$ cat src/rtl/rsa_me_pkg.sv
// Shared types and constants of the RSA modular exponentiation engine.
package rsa_me_pkg;

  localparam int MSG_W     = 32;
  localparam int VALUE_W   = 32;
  localparam int CFG_W     = 32;
  localparam int CFG_IDX_W = 2;

  // Request operations.
  localparam logic REQ_ENCRYPT = 1'b0;
  localparam logic REQ_DECRYPT = 1'b1;

  // Result status codes.
  localparam logic STATUS_OK    = 1'b0;
  localparam logic STATUS_RANGE = 1'b1;

  // Configuration register indexes.
  localparam logic [CFG_IDX_W-1:0] CFG_MODULUS  = 2'd0;
  localparam logic [CFG_IDX_W-1:0] CFG_PUB_EXP  = 2'd1;
  localparam logic [CFG_IDX_W-1:0] CFG_PRIV_EXP = 2'd2;

  typedef struct packed {
    logic             req_type;
    logic [MSG_W-1:0] message;
  } req_t;

  typedef struct packed {
    logic [VALUE_W-1:0] value;
    logic               status;
  } rsp_t;

endpackage

$ cat src/rtl/rsa_modular_exponentiation_top.sv
// RSA modular exponentiation engine: bit-serial square-and-multiply with modular add.
//
//  channel  direction  handshake               payload
//  req      in         req_valid / req_stall   req (req_type, message)
//  rsp      out        rsp_valid / rsp_stall   rsp (value, status)
//  cfg      in         cfg_valid / cfg_ready   cfg_index, cfg_data
//
// One shared shift-and-add multiplier handles one multiplier bit per cycle to form a modular
// product. Each exponent bit costs a step, a square and, for a set bit, a multiply; the
// message is first reduced modulo n on decryption. An out-of-range encryption goes straight
// to the finish state. Reset (rst, synchronous) restores the configuration registers. A new
// item is taken while the previous result waits in rsp.
module rsa_modular_exponentiation_top #(
  parameter int MOD_WIDTH = 32
) (
  input  logic                               clk,
  input  logic                               rst,
  input  logic                               req_valid,
  output logic                               req_stall,
  input  rsa_me_pkg::req_t                   req,
  output logic                               rsp_valid,
  input  logic                               rsp_stall,
  output rsa_me_pkg::rsp_t                   rsp,
  input  logic                               cfg_valid,
  output logic                               cfg_ready,
  input  logic [rsa_me_pkg::CFG_IDX_W-1:0]   cfg_index,
  input  logic [rsa_me_pkg::CFG_W-1:0]       cfg_data
);

  localparam int DW = (MOD_WIDTH < rsa_me_pkg::MSG_W) ? MOD_WIDTH : rsa_me_pkg::MSG_W;

  localparam logic [2:0] S_IDLE   = 3'd0;
  localparam logic [2:0] S_REDUCE = 3'd1;
  localparam logic [2:0] S_STEP   = 3'd2;
  localparam logic [2:0] S_MULACC = 3'd3;
  localparam logic [2:0] S_SQUARE = 3'd4;
  localparam logic [2:0] S_FINISH = 3'd5;

  logic [2:0]    state;
  logic [DW-1:0] modulus;
  logic [DW-1:0] pub_exp;
  logic [DW-1:0] priv_exp;
  logic [DW-1:0] base;
  logic [DW-1:0] acc;
  logic [DW-1:0] expo;
  logic          res_status;
  // Shared multiplier: ma doubles each cycle, mb shifts out one bit, macc collects.
  logic [DW-1:0] ma;
  logic [DW-1:0] mb;
  logic [DW-1:0] macc;
  logic [DW-1:0] ma_next;
  logic [DW-1:0] macc_next;
  logic          mul_done;
  logic [DW-1:0] msg_in;
  logic [DW-1:0] one_mod_n;

  // (a + b) mod m for a, b below m, without growing past DW bits.
  function automatic logic [DW-1:0] add_mod(input logic [DW-1:0] a,
                                            input logic [DW-1:0] b,
                                            input logic [DW-1:0] m);
    logic [DW-1:0] room;
    room = m - b;
    if (a >= room) begin
      add_mod = a - room;
    end else begin
      add_mod = a + b;
    end
  endfunction

  assign msg_in    = req.message[DW-1:0];
  assign one_mod_n = (modulus == DW'(1)) ? '0 : DW'(1);
  assign mul_done  = (mb == '0);
  assign ma_next   = add_mod(ma, ma, modulus);
  assign macc_next = mb[0] ? add_mod(macc, ma, modulus) : macc;

  assign req_stall = (state != S_IDLE);
  assign cfg_ready = 1'b1;

  always_ff @(posedge clk) begin
    if (rst) begin
      state     <= S_IDLE;
      rsp_valid <= 1'b0;
      modulus   <= DW'(1);
      pub_exp   <= DW'(3);
      priv_exp  <= '0;
    end else begin
      if (cfg_valid && cfg_ready) begin
        case (cfg_index)
          rsa_me_pkg::CFG_MODULUS:  modulus  <= cfg_data[DW-1:0];
          rsa_me_pkg::CFG_PUB_EXP:  pub_exp  <= cfg_data[DW-1:0];
          rsa_me_pkg::CFG_PRIV_EXP: priv_exp <= cfg_data[DW-1:0];
          default: ;
        endcase
      end

      // The result register empties when taken and refills from the finish state.
      if (state == S_FINISH && (!rsp_valid || !rsp_stall)) begin
        rsp_valid <= 1'b1;
      end else if (rsp_valid && !rsp_stall) begin
        rsp_valid <= 1'b0;
      end

      case (state)
        S_IDLE: begin
          if (req_valid) begin
            if (req.req_type == rsa_me_pkg::REQ_ENCRYPT) begin
              if (msg_in >= modulus) begin
                acc        <= '0;
                res_status <= rsa_me_pkg::STATUS_RANGE;
                state      <= S_FINISH;
              end else begin
                acc        <= one_mod_n;
                res_status <= rsa_me_pkg::STATUS_OK;
                base       <= msg_in;
                expo       <= pub_exp;
                state      <= S_STEP;
              end
            end else if (modulus == '0) begin
              acc        <= '0;
              res_status <= rsa_me_pkg::STATUS_OK;
              state      <= S_FINISH;
            end else begin
              // Reduce the message by multiplying it by one modulo n.
              acc        <= one_mod_n;
              res_status <= rsa_me_pkg::STATUS_OK;
              ma         <= one_mod_n;
              mb         <= msg_in;
              macc       <= '0;
              expo       <= priv_exp;
              state      <= S_REDUCE;
            end
          end
        end
        S_REDUCE: begin
          if (mul_done) begin
            base  <= macc;
            state <= S_STEP;
          end else begin
            ma   <= ma_next;
            macc <= macc_next;
            mb   <= mb >> 1;
          end
        end
        S_STEP: begin
          if (expo == '0) begin
            state <= S_FINISH;
          end else if (expo[0]) begin
            ma    <= acc;
            mb    <= base;
            macc  <= '0;
            state <= S_MULACC;
          end else begin
            ma    <= base;
            mb    <= base;
            macc  <= '0;
            state <= S_SQUARE;
          end
        end
        S_MULACC: begin
          if (mul_done) begin
            acc   <= macc;
            ma    <= base;
            mb    <= base;
            macc  <= '0;
            state <= S_SQUARE;
          end else begin
            ma   <= ma_next;
            macc <= macc_next;
            mb   <= mb >> 1;
          end
        end
        S_SQUARE: begin
          if (mul_done) begin
            base  <= macc;
            expo  <= expo >> 1;
            state <= S_STEP;
          end else begin
            ma   <= ma_next;
            macc <= macc_next;
            mb   <= mb >> 1;
          end
        end
        S_FINISH: begin
          if (!rsp_valid || !rsp_stall) begin
            rsp.value  <= rsa_me_pkg::VALUE_W'(acc);
            rsp.status <= res_status;
            state      <= S_IDLE;
          end
        end
        default: state <= S_IDLE;
      endcase
    end
  end

  // An error result always carries a zero value.
  a_error_value_zero: assert property (@(posedge clk) disable iff (rst)
    rsp_valid |-> (rsp.status == rsa_me_pkg::STATUS_OK || rsp.value == '0))
    else $error("error result with non-zero value");

  // A successful result lies below a non-zero modulus.
  a_result_reduced: assert property (@(posedge clk) disable iff (rst)
    (rsp_valid && rsp.status == rsa_me_pkg::STATUS_OK && modulus != '0)
      |-> (rsp.value < rsa_me_pkg::VALUE_W'(modulus)))
    else $error("result not reduced modulo n");

  // The modular adder needs both operands below the modulus throughout a product.
  a_mul_operands: assert property (@(posedge clk) disable iff (rst)
    (state == S_REDUCE || state == S_MULACC || state == S_SQUARE)
      |-> (ma < modulus && macc < modulus))
    else $error("multiplier operand not reduced");

  // An accepted item always starts work.
  a_accept_starts: assert property (@(posedge clk) disable iff (rst)
    (req_valid && !req_stall) |=> (state != S_IDLE))
    else $error("accepted item did not start");

endmodule
$ cat config.mk
export PLATFORM = sky130hd
export DESIGN_NAME = rsa_modular_exponentiation_top
export DESIGN_NICKNAME = d
export VERILOG_FILES = /design/src/rtl/rsa_me_pkg.sv /design/src/rtl/rsa_modular_exponentiation_top.sv
export SDC_FILE = /design/constraint.sdc
export NUM_CORES = 1
export LEC_CHECK = 0
export ABC_AREA = 1
export BUFFER_PORTS_ARGS = -buffer_cell sky130_fd_sc_hd__buf_2
export CAP_MARGIN = 20
export CORE_UTILIZATION = 35
export DETAILED_ROUTE_END_ITERATION = 6
export GPL_TIMING_DRIVEN = 0
export PLACE_DENSITY = 0.53
export RECOVER_POWER = 25
export SETUP_SLACK_MARGIN = 0.3
export SYNTH_ARGS = -nofsm -noshare
export SYNTH_HDL_FRONTEND = slang
export SYNTH_SLANG_ARGS = --single-unit
$ cat constraint.sdc
create_clock -name clk -period 26.6 [get_ports clk]
set_input_delay 3.99 -clock clk [delete_from_list [all_inputs] [get_ports clk]]
set_output_delay 3.99 -clock clk [all_outputs]
set_load 0.05 [all_outputs]
; Yosys cells after proc, flatten, opt, wreduce, memory -nomap -nowiden
; Cells that the tools add are included.
[word_totals]
register_bits = 326
latch_bits = 0
mem_bits_rw = 0
romBits = 0
output_inout_bits = 36
elab_cells = 126
memories = 0
[classes]
n_addsub = 5
n_mul = 0
div_mod_pow = 0
n_lt_le_gt_ge = 3
eq_ne = 21
shifts = 0
mux = 55
bitwise = 1
reduce_logical = 27
[ops]
columns = op, n
row1 = 32-bit two-way mux, 33
row2 = 32-bit one-hot mux with 4 select lines, 3
row3 = 32-bit one-hot mux with 2 select lines, 3
row4 = 32-bit greater-or-equal comparator, 3
row5 = 32-bit logical NOT, 3
row6 = 32-bit subtractor, 3
row7 = 32-bit adder, 2
row8 = 32-bit by 1-bit equality test with 1-bit output (second input constant), 1
row9 = 3-bit two-way mux, 9
row10 = 2-bit inequality test (second input constant), 9
row11 = 3-bit one-hot mux with 5 select lines, 1
row12 = 6-bit AND reduction, 2
row13 = 4-bit AND reduction, 2
row14 = 2-bit nonzero test, 4
row15 = 7-bit AND reduction, 1
row16 = 3-bit by 2-bit equality test with 1-bit output (second input constant), 2
row17 = 3-bit equality test (second input constant), 2
row18 = 1-bit two-way mux, 6
row19 = 3-bit inequality test (second input constant), 2
row20 = 2-bit AND reduction, 3
row21 = 3-bit AND reduction, 2
row22 = 2-bit by 1-bit inequality test with 1-bit output (second input constant), 2
row23 = 4-bit nonzero test, 1
row24 = 3-bit by 1-bit equality test with 1-bit output (second input constant), 1
row25 = 10 further kinds, 12

; Depth between registers and ports, before layout
; Gate-level depths: netlist (run 1).
[logic_depth]
word_depth = 6
depth_mapped = 31
mapped_depth_nobuf = 30

; Least setup slack after synthesis (run 1)
; OpenSTA, ideal clock, no wires.
[synth_timing]
kind = input -> register
from = input port req[32] (netlist name)
to = register ma[0], enable pin
setup_time_ps = 1060
t_arrival_ps = 19230
setup_slack_ps = 6310
path_stages = 4
path_cell_list = clkinv_1 -> nor2_1 -> nor2_1 -> a2111oi_0
[synth_via]
elab_chain_len = 2
[synth_rtl]
columns = item, line_no
row1 = start: declaration, rsa_modular_exponentiation_top.sv:20  ; input rsa_me_pkg::req_t req,
row2 = 2-bit inequality test (no source line), -
row3 = 7-bit AND reduction (no source line), -
row4 = end signal: assignment, rsa_modular_exponentiation_top.sv:126  ; ma <= one_mod_n;
row5 = end signal: assignment, rsa_modular_exponentiation_top.sv:139  ; ma <= ma_next;
row6 = end signal: assignment, rsa_modular_exponentiation_top.sv:153  ; ma <= base;
row7 = end: declaration, rsa_modular_exponentiation_top.sv:48  ; logic [DW-1:0] ma;
; Every way passes these cells.
; A chain may end at the register's enable or synchronous reset.

; Final worst setup path (run 1)
[layout_timing]
from = input port rst
to = register macc[5], enable pin
[layout_via]
elab_chain_len = 2
[layout_rtl]
columns = item, line_no
row1 = start: declaration, rsa_modular_exponentiation_top.sv:17  ; input logic rst,
row2 = 1-bit inverter (no source line), -
row3 = 7-bit AND reduction (no source line), -
row4 = end signal: assignment, rsa_modular_exponentiation_top.sv:140  ; macc <= macc_next;
row5 = end signal: assignment, rsa_modular_exponentiation_top.sv:168  ; macc <= macc_next;
row6 = end signal: assignment, rsa_modular_exponentiation_top.sv:179  ; macc <= macc_next;
row7 = end: declaration, rsa_modular_exponentiation_top.sv:50  ; logic [DW-1:0] macc;
; Every way passes these cells.

==> summary.txt, run 1 <==
Floorplanning
  – Die area: 67,000 µm²
  – Chip height: 259 µm
  – IO Pins: 108
  – Cell row count: 93
  – Core ar.: 64,800 µm²
  – Die X: 259 µm
  – Initial Util: 35.6%

Clock tree
  – Max clock buf depth: 3
  – Resized cells post-CTS: 0
  – TritonCTS clock tree: done
  – H-tree levels: 2
  – Cts hold-fix bufs: 0
  – Setup Buffers After CTS: 0
  – Worst-path clk slew: 0.06 ns
  – Root buf cell: clkbuf_16
  – Skew-Pair Late Insertion Delay: 0.59 ns
  – CTS Sinks: 326
  – Num CTS Buffers: 40

STA
  – Skew final: 0.0231 ns
  – Least-Margin Pin Slew: 1.15 ns
  – RSZ-0062 raised after global routing: false
  – Slew headroom: 23.4%
  – Max Freq: 150 MHz
  – Final min period: 6.69 ns
  – Worst Setup Slack, final: 19.91 ns
  – Final slew viol count: 0
  – Final hold vios: 0
  – # setup viols final: 0
  – Worst hold margin: 0.445 ns
  – Crit share post-route: 25.1%

Synthesis
  – Synth unique cells: 56
  – FF+latch count, synth: 326
  – Ys flop type: edfxtp_1
  – Post-synth EDFFs: 226
  – Synthesis Warnings: 0
  – Syn_nets: 3,377
  – Synth Instances: 3,161
  – Mapped Avg Cell Area: 7.30 µm²
  – Seq/Total Area, Yosys: 38.1%
  – Async S/R FF share, synth: 0%
  – Cell area after synthesis: 23,100 µm²

Setup path
  – Critical Path Start: rst
  – Critical R2R Launch: ma[20]$_DFFE_PP_
  – Worst-path fanout max: 9
  – Reg-to-Reg End: ma[26]$_DFFE_PP_
  – Crit path launch type: primary input
  – Critical path class: in2reg
  – CP endpoint: macc[5]$_DFFE_PP_
  – FF-to-FF path depth: 26
  – FF-to-FF setup slack: 21.01 ns
  – CP arrival: 6.96 ns
  – CP Data Required Time: 26.88 ns
  – Endpoint class of the critical path: register

Final layout
  – Antenna Cells: 0
  – Most frequent cells in the layout: nand2_1, inv_1, nor2_1
  – Leading cell type in the layout, fill and taps excluded: nand2_1
  – Layout cells sized above 1: 6.78%
  – NumNets Final: 3,548
  – Post-Layout Inst Area: 26,200 µm²
  – Area growth syn-to-layout: 13.7%
  – Filler instances: 6,949
  – Fin cells: 4,218

Global route
  – Global Route met2 Usage: 44.3%
  – Vias in the first global route: 21,400
  – Global-route wire length before repair: 131 mm
  – Met1 Use GR: 34.6%
  – GRT overflow: 0
  – Met3 GRT Util: 3.22%
  – Initial antenna violation count: 1
  – Largest net degree at the start of global routing: 33
  – Total track usage: 26.3%
  – GR peak layer: met2

Place
  – Pre-CTS WS: 19.43 ns
  – Port Buffer Count: 106
  – DP Cell Count: 4,144
  – RePlAce Congestion: 0.957
  – Final HPWL DP: 73.6 mm
  – Dpl cell area: 24,900 µm²

Power
  – Worst vdd ir: 0.0461 mV
  – Power, Total: 3.66 mW
  – Pwr Density: 139 nW/µm²
  – Static leakage: 11.6 nW

Drt
  – DR iter-0 viols: 1,904
  – TritonRoute pass-1 iters: 6
  – Final wirelength: 89.2 mm
  – Wire per inst: 21.1 µm
  – Detailed-route vias per instance: 5.27
  – DRC: 0
  – Via count: 22,200
  – Post-route antenna net violation count: 0

Hold path
  – Hold WC Path Type: reg2reg

Run status
  – Status: completed

Run
  – Max-cap check violation count: 0
[cells by family after synthesis]
kind of cell             synth area share [%]
AO/OA/AOI/OAI                            16.2
XOR/XNOR                                 3.45
adder cells (fa/ha/maj)                  7.94
buffers and inverters                    8.38
flip-flops                               38.1
other                                  0.0163
AND/OR/NAND/NOR                          25.9
[how the worst min path moves through the flow]
stage                               from                   endpoint  slack, ns  cells after the start
2_1_floorplan   res_status$_SDFFCE_PP0P_           rsp[0]$_DFFE_PP_       0.40                      0
3_3_place_gp    res_status$_SDFFCE_PP0P_           rsp[0]$_DFFE_PP_       0.41                      0
3_5_place_dp   priv_exp[17]$_SDFFE_PP0P_  priv_exp[17]$_SDFFE_PP0P_       0.44                      2
4_1_cts        priv_exp[17]$_SDFFE_PP0P_  priv_exp[17]$_SDFFE_PP0P_       0.45                      2
5_1_grt        priv_exp[16]$_SDFFE_PP0P_  priv_exp[16]$_SDFFE_PP0P_       0.46                      2
6_report            acc[3]$_SDFFCE_PN0P_           rsp[4]$_DFFE_PP_       0.44                      0
[metal layers]
metal | vias to the layer above | wire, µm
met5 | - | 13
met4 | 2 | 3250
met3 | 153 | 5500
met2 | 685 | 41500
met1 | 10400 | 38900
li1 | 11000 | -
[synthesized netlist by cell type (4+ instances only)]
cell / number / share of area, %
nor4_1: 26 / 0.70
a21boi_0: 6 / 0.20
inv_1: 383 / 6.2
buf_6: 6 / 0.29
o22ai_1: 4 / 0.11
o211ai_1: 16 / 0.52
a221oi_1: 10 / 0.38
clkbuf_1: 81 / 1.3
nand2_2: 15 / 0.41
nand4_2: 4 / 0.22
nand2_1: 782 / 13
buf_4: 5 / 0.16
buf_2: 4 / 0.087
dfxtp_1: 100 / 8.7
nand3_2: 7 / 0.30
xnor2_1: 37 / 1.4
o21ai_1: 8 / 0.17
nor3_1: 17 / 0.37
o21bai_1: 8 / 0.26
a21oi_1: 284 / 6.2
o31ai_1: 6 / 0.20
a21o_1: 7 / 0.23
a31oi_1: 18 / 0.49
nand4_1: 27 / 0.73
nor2_1: 300 / 4.9
nand3_1: 208 / 4.5
nand3b_1: 9 / 0.29
o21a_1: 5 / 0.16
a211oi_1: 4 / 0.13
o21ai_0: 280 / 6.1
ha_1: 140 / 7.6
nor2_2: 11 / 0.30
o2111ai_1: 21 / 0.80
edfxtp_1: 226 / 29
inv_2: 6 / 0.098
xor2_1: 54 / 2.0
buf_1: 7 / 0.11
fa_1: 4 / 0.35
[registers in the layout, indices dropped and copies added, names as in the netlist, 32 cells and up]
register,count
base,32
modulus,32
expo,32
pub_exp,32
rsp,33
priv_exp,32
acc,32
mb,32
ma,32
macc,32
[where the power goes]
| part | total [mW] | internal, mW | switching (mW) |
|---|---|---|---|
| combinational | 2.24 | 0.706 | 1.53 |
| clock | 0.577 | 0.336 | 0.241 |
| sequential | 0.843 | 0.732 | 0.112 |
[critical path, cell delays in order]
cell and delay (ns):
clkbuf_1 0.17, clkinv_1 0.25, nand2_1 0.24, a2111oi_2 0.97, buf_4 0.33, buf_6 0.16, buf_4 0.17, buf_2 0.17
buf_2 0.23, buf_2 0.26
[cell type report]
| class | count | area, µm² | share of cell area, % |
|---|---|---|---|
| Buffer | 103 | 455 | 1.74 |
| Clock buffer | 56 | 1120 | 4.28 |
| Clock inverter | 17 | 229 | 0.873 |
| Inverter | 393 | 1480 | 5.63 |
| Multi-Input combinational cell | 2339 | 12400 | 47.2 |
| Sequential cell | 326 | 8790 | 33.5 |
| Tap cell | 855 | 1070 | 4.08 |
| Timing Repair Buffer | 129 | 704 | 2.68 |
[stage by stage]
stage | util (%) | TNS, ns
floorplan | - | 0
global placement | 38.1 | -474.51
detailed placement | 38.5 | 0
CTS | 40.5 | 0
global route | 40.5 | 0
finish | 40.5 | 0
(Power assumes the default switching activity.)
==> inputs of run 2 (changes only) <==
==> constraint.sdc (replaced) <==
create_clock -name clk -period 6.62 [get_ports clk]
set_input_delay 0.993 -clock clk [delete_from_list [all_inputs] [get_ports clk]]
set_output_delay 0.993 -clock clk [all_outputs]
set_load 0.05 [all_outputs]
==> run 2 against run 1 <==
Net effect:
- first-iteration DRC count is 4.9% lower
- wire length is 0.52% lower
- final cell count is 0.21% lower
- non-clock buffer count is 8 lower
- critical path depth is 16 higher
- flip-flop and latch count stayed put
- total power grew to 4.0 times the previous value
- combinational power grew to 4.0 times the previous value
- sequential power grew to 4.0 times the previous value
- critical path type is now reg2reg
==> summary.txt, run 2 (same netlist as run 1, synthesis figures left out) <==
Run status
  – Status: completed

STA
  – Max Freq: 180 MHz
  – Slew headroom: 21.6%
  – Least-Margin Pin Slew: 1.17 ns
  – Final min period: 5.55 ns
  – Skew final: 0.0223 ns
  – Crit share post-route: 83.9%
  – Final slew viol count: 0
  – Setup_tns: 0 ns
  – RSZ-0062 raised after global routing: false
  – # setup viols final: 0
  – Final hold vios: 0
  – Worst Setup Slack, final: 1.07 ns

Clock tree
  – Root buf cell: clkbuf_16
  – Setup Buffers After CTS: 0
  – TritonCTS clock tree: done
  – Skew-Pair Late Insertion Delay: 0.58 ns
  – H-tree levels: 2
  – Resized cells post-CTS: 0
  – Cts hold-fix bufs: 0
  – Worst-path clk slew: 0.06 ns
  – Max clock buf depth: 3
  – CTS Sinks: 326
  – Num CTS Buffers: 40

Final layout
  – Final core occ: 40.4%
  – NumNets Final: 3,540
  – Fin cells: 4,209
  – Leading cell type in the layout, fill and taps excluded: nand2_1
  – Top reg by flops: rsp
  – Register area: 8790 µm²
  – Footprint of the multi-input gates: 12,400 µm²
  – Largest register FFs: 33
  – Layout cells sized above 1: 7.42%
  – Antenna Cells: 0
  – Area growth syn-to-layout: 13.6%
  – Most frequent cells in the layout: nand2_1, inv_1, nor2_1
  – Filler instances: 6,835

Setup path
  – Critical R2R Launch: ma[20]$_DFFE_PP_
  – Critical Path Start: ma[20]$_DFFE_PP_
  – CP endpoint: ma[25]$_DFFE_PP_
  – Reg-to-Reg End: ma[25]$_DFFE_PP_
  – FF-to-FF path depth: 26
  – Critical path class: reg2reg
  – Crit path launch type: register
  – CP arrival: 5.87 ns
  – Worst-path fanout max: 10
  – Endpoint class of the critical path: register
  – FF-to-FF setup slack: 1.07 ns
  – CP Data Required Time: 6.93 ns

Drt
  – TritonRoute pass-1 iters: 5
  – Via count: 22,300
  – Detailed-route vias per instance: 5.31
  – Post-route antenna net violation count: 0
  – DR iter-0 viols: 1,810
  – Wire per inst: 21.1 µm
  – DRC: 0
  – Final wirelength: 88.7 mm

Floorplanning
  – Die area: 67,000 µm²
  – Die X: 259 µm
  – Initial Util: 35.6%
  – Chip height: 259 µm
  – Core ar.: 64,800 µm²
  – Cell row count: 93
  – IO Pins: 108

Place
  – Port Buffer Count: 106
  – RePlAce Congestion: 0.943
  – DP Cell Count: 4,137
  – Pre-CTS WS: 1.14 ns
  – Final HPWL DP: 73.3 mm

Power
  – Total net switching power: 7.48 mW
  – Pwr Density: 554 nW/µm²
  – Internal power: 7.05 mW
  – Clock network fraction of total power: 15.2%
  – Seq pwr share: 23.3%
  – Power, Total: 14.5 mW
  – Combinational power share: 61.5%
  – Sw Share: 51.5%
  – Worst vdd ir: 0.187 mV
  – Static leakage: 11.6 nW

Run
  – Max-cap check violation count: 0

Global route
  – Vias in the first global route: 21,400
  – GRT overflow: 0
  – Global-route wire length before repair: 131 mm
  – Largest net degree at the start of global routing: 33
  – Initial antenna violation count: 2
  – Total track usage: 26.3%

Hold path
  – Hold WC Path Type: reg2reg
## run 2: cell count changes in the layout (fill, tap and decap cells not counted), moves of 2 or more
cell	before	now
buf_2	83	108
buf_6	10	16
buf_4	14	5
buf_8	0	2
buf_1	5	7
clkinvlp_4	3	1
clkinv_1	6	11
clkbuf_1	127	91
## run 2: per-layer routing
layer  track usage, %  vias to the layer above  routed length [µm]
li1                 -                    11000                   -
met1             34.2                    10400               38300
met2             44.2                      797               41100
met3             3.14                      163                5600
met4             10.4                        2                3760
met5                0                        -                   8
## run 2: how the worst min path moves through the flow
| stage | depth (start not counted) | endpoint | start |
|---|---|---|---|
| after floorplan | 0 | rsp[0]$_DFFE_PP_ | res_status$_SDFFCE_PP0P_ |
| after global placement | 0 | rsp[0]$_DFFE_PP_ | res_status$_SDFFCE_PP0P_ |
| after detailed placement | 2 | priv_exp[17]$_SDFFE_PP0P_ | priv_exp[17]$_SDFFE_PP0P_ |
| after CTS | 0 | rsp[0]$_DFFE_PP_ | res_status$_SDFFCE_PP0P_ |
| after global routing | 0 | rsp[0]$_DFFE_PP_ | res_status$_SDFFCE_PP0P_ |
| final | 0 | rsp[0]$_DFFE_PP_ | res_status$_SDFFCE_PP0P_ |
## run 2: area by class of cell
type                            count  share of cell area, %
Timing Repair Buffer              121                   2.82
Buffer                            103                   1.74
Sequential cell                   326                   33.5
Clock buffer                       51                   4.09
Clock inverter                     21                  0.750
Inverter                          393                   5.64
Tap cell                          855                   4.08
Multi-Input combinational cell   2339                   47.3
## run 2: through the flow
step                      instance area [µm²]  hold WS [ns]
after floorplan                         23100         0.400
after global placement                  24700         0.424
after detailed placement                24900         0.436
after CTS                               26200         0.440
after global routing                    26200         0.460
final                                   26200         0.434
## run 2: power groups by stage
stage | sequential, mW | combinational [mW] | clock, mW
CTS | 3.37 | 8.82 | 2.23
global route | 3.43 | 9.88 | 2.31
global placement | 3.46 | 8.67 | 0
floorplan | 3.24 | 6.16 | 0
detailed placement | 3.40 | 8.75 | 0
finish | 3.39 | 8.93 | 2.21
## run 2: critical path: stages (launching register included)
cell	delay, ns
edfxtp_1	0.49
inv_1	0.20
ha_1	0.33
nand2_1	0.16
inv_1	0.06
nand2_1	0.06
nand2_1	0.05
a21oi_1	0.32
nand3_2	0.18
nand4_1	0.10
o211ai_1	0.14
a21boi_0	0.35
o21ai_0	0.20
a21oi_1	0.19
nor2_1	0.05
nor2_1	0.10
xor2_1	0.37
ha_1	0.34
a21oi_1	0.17
o31ai_1	0.11
a21oi_2	0.44
nand2_4	0.19
buf_6	0.21
inv_2	0.17
nand2_1	0.08
nand3_1	0.12
nand3_1	0.10
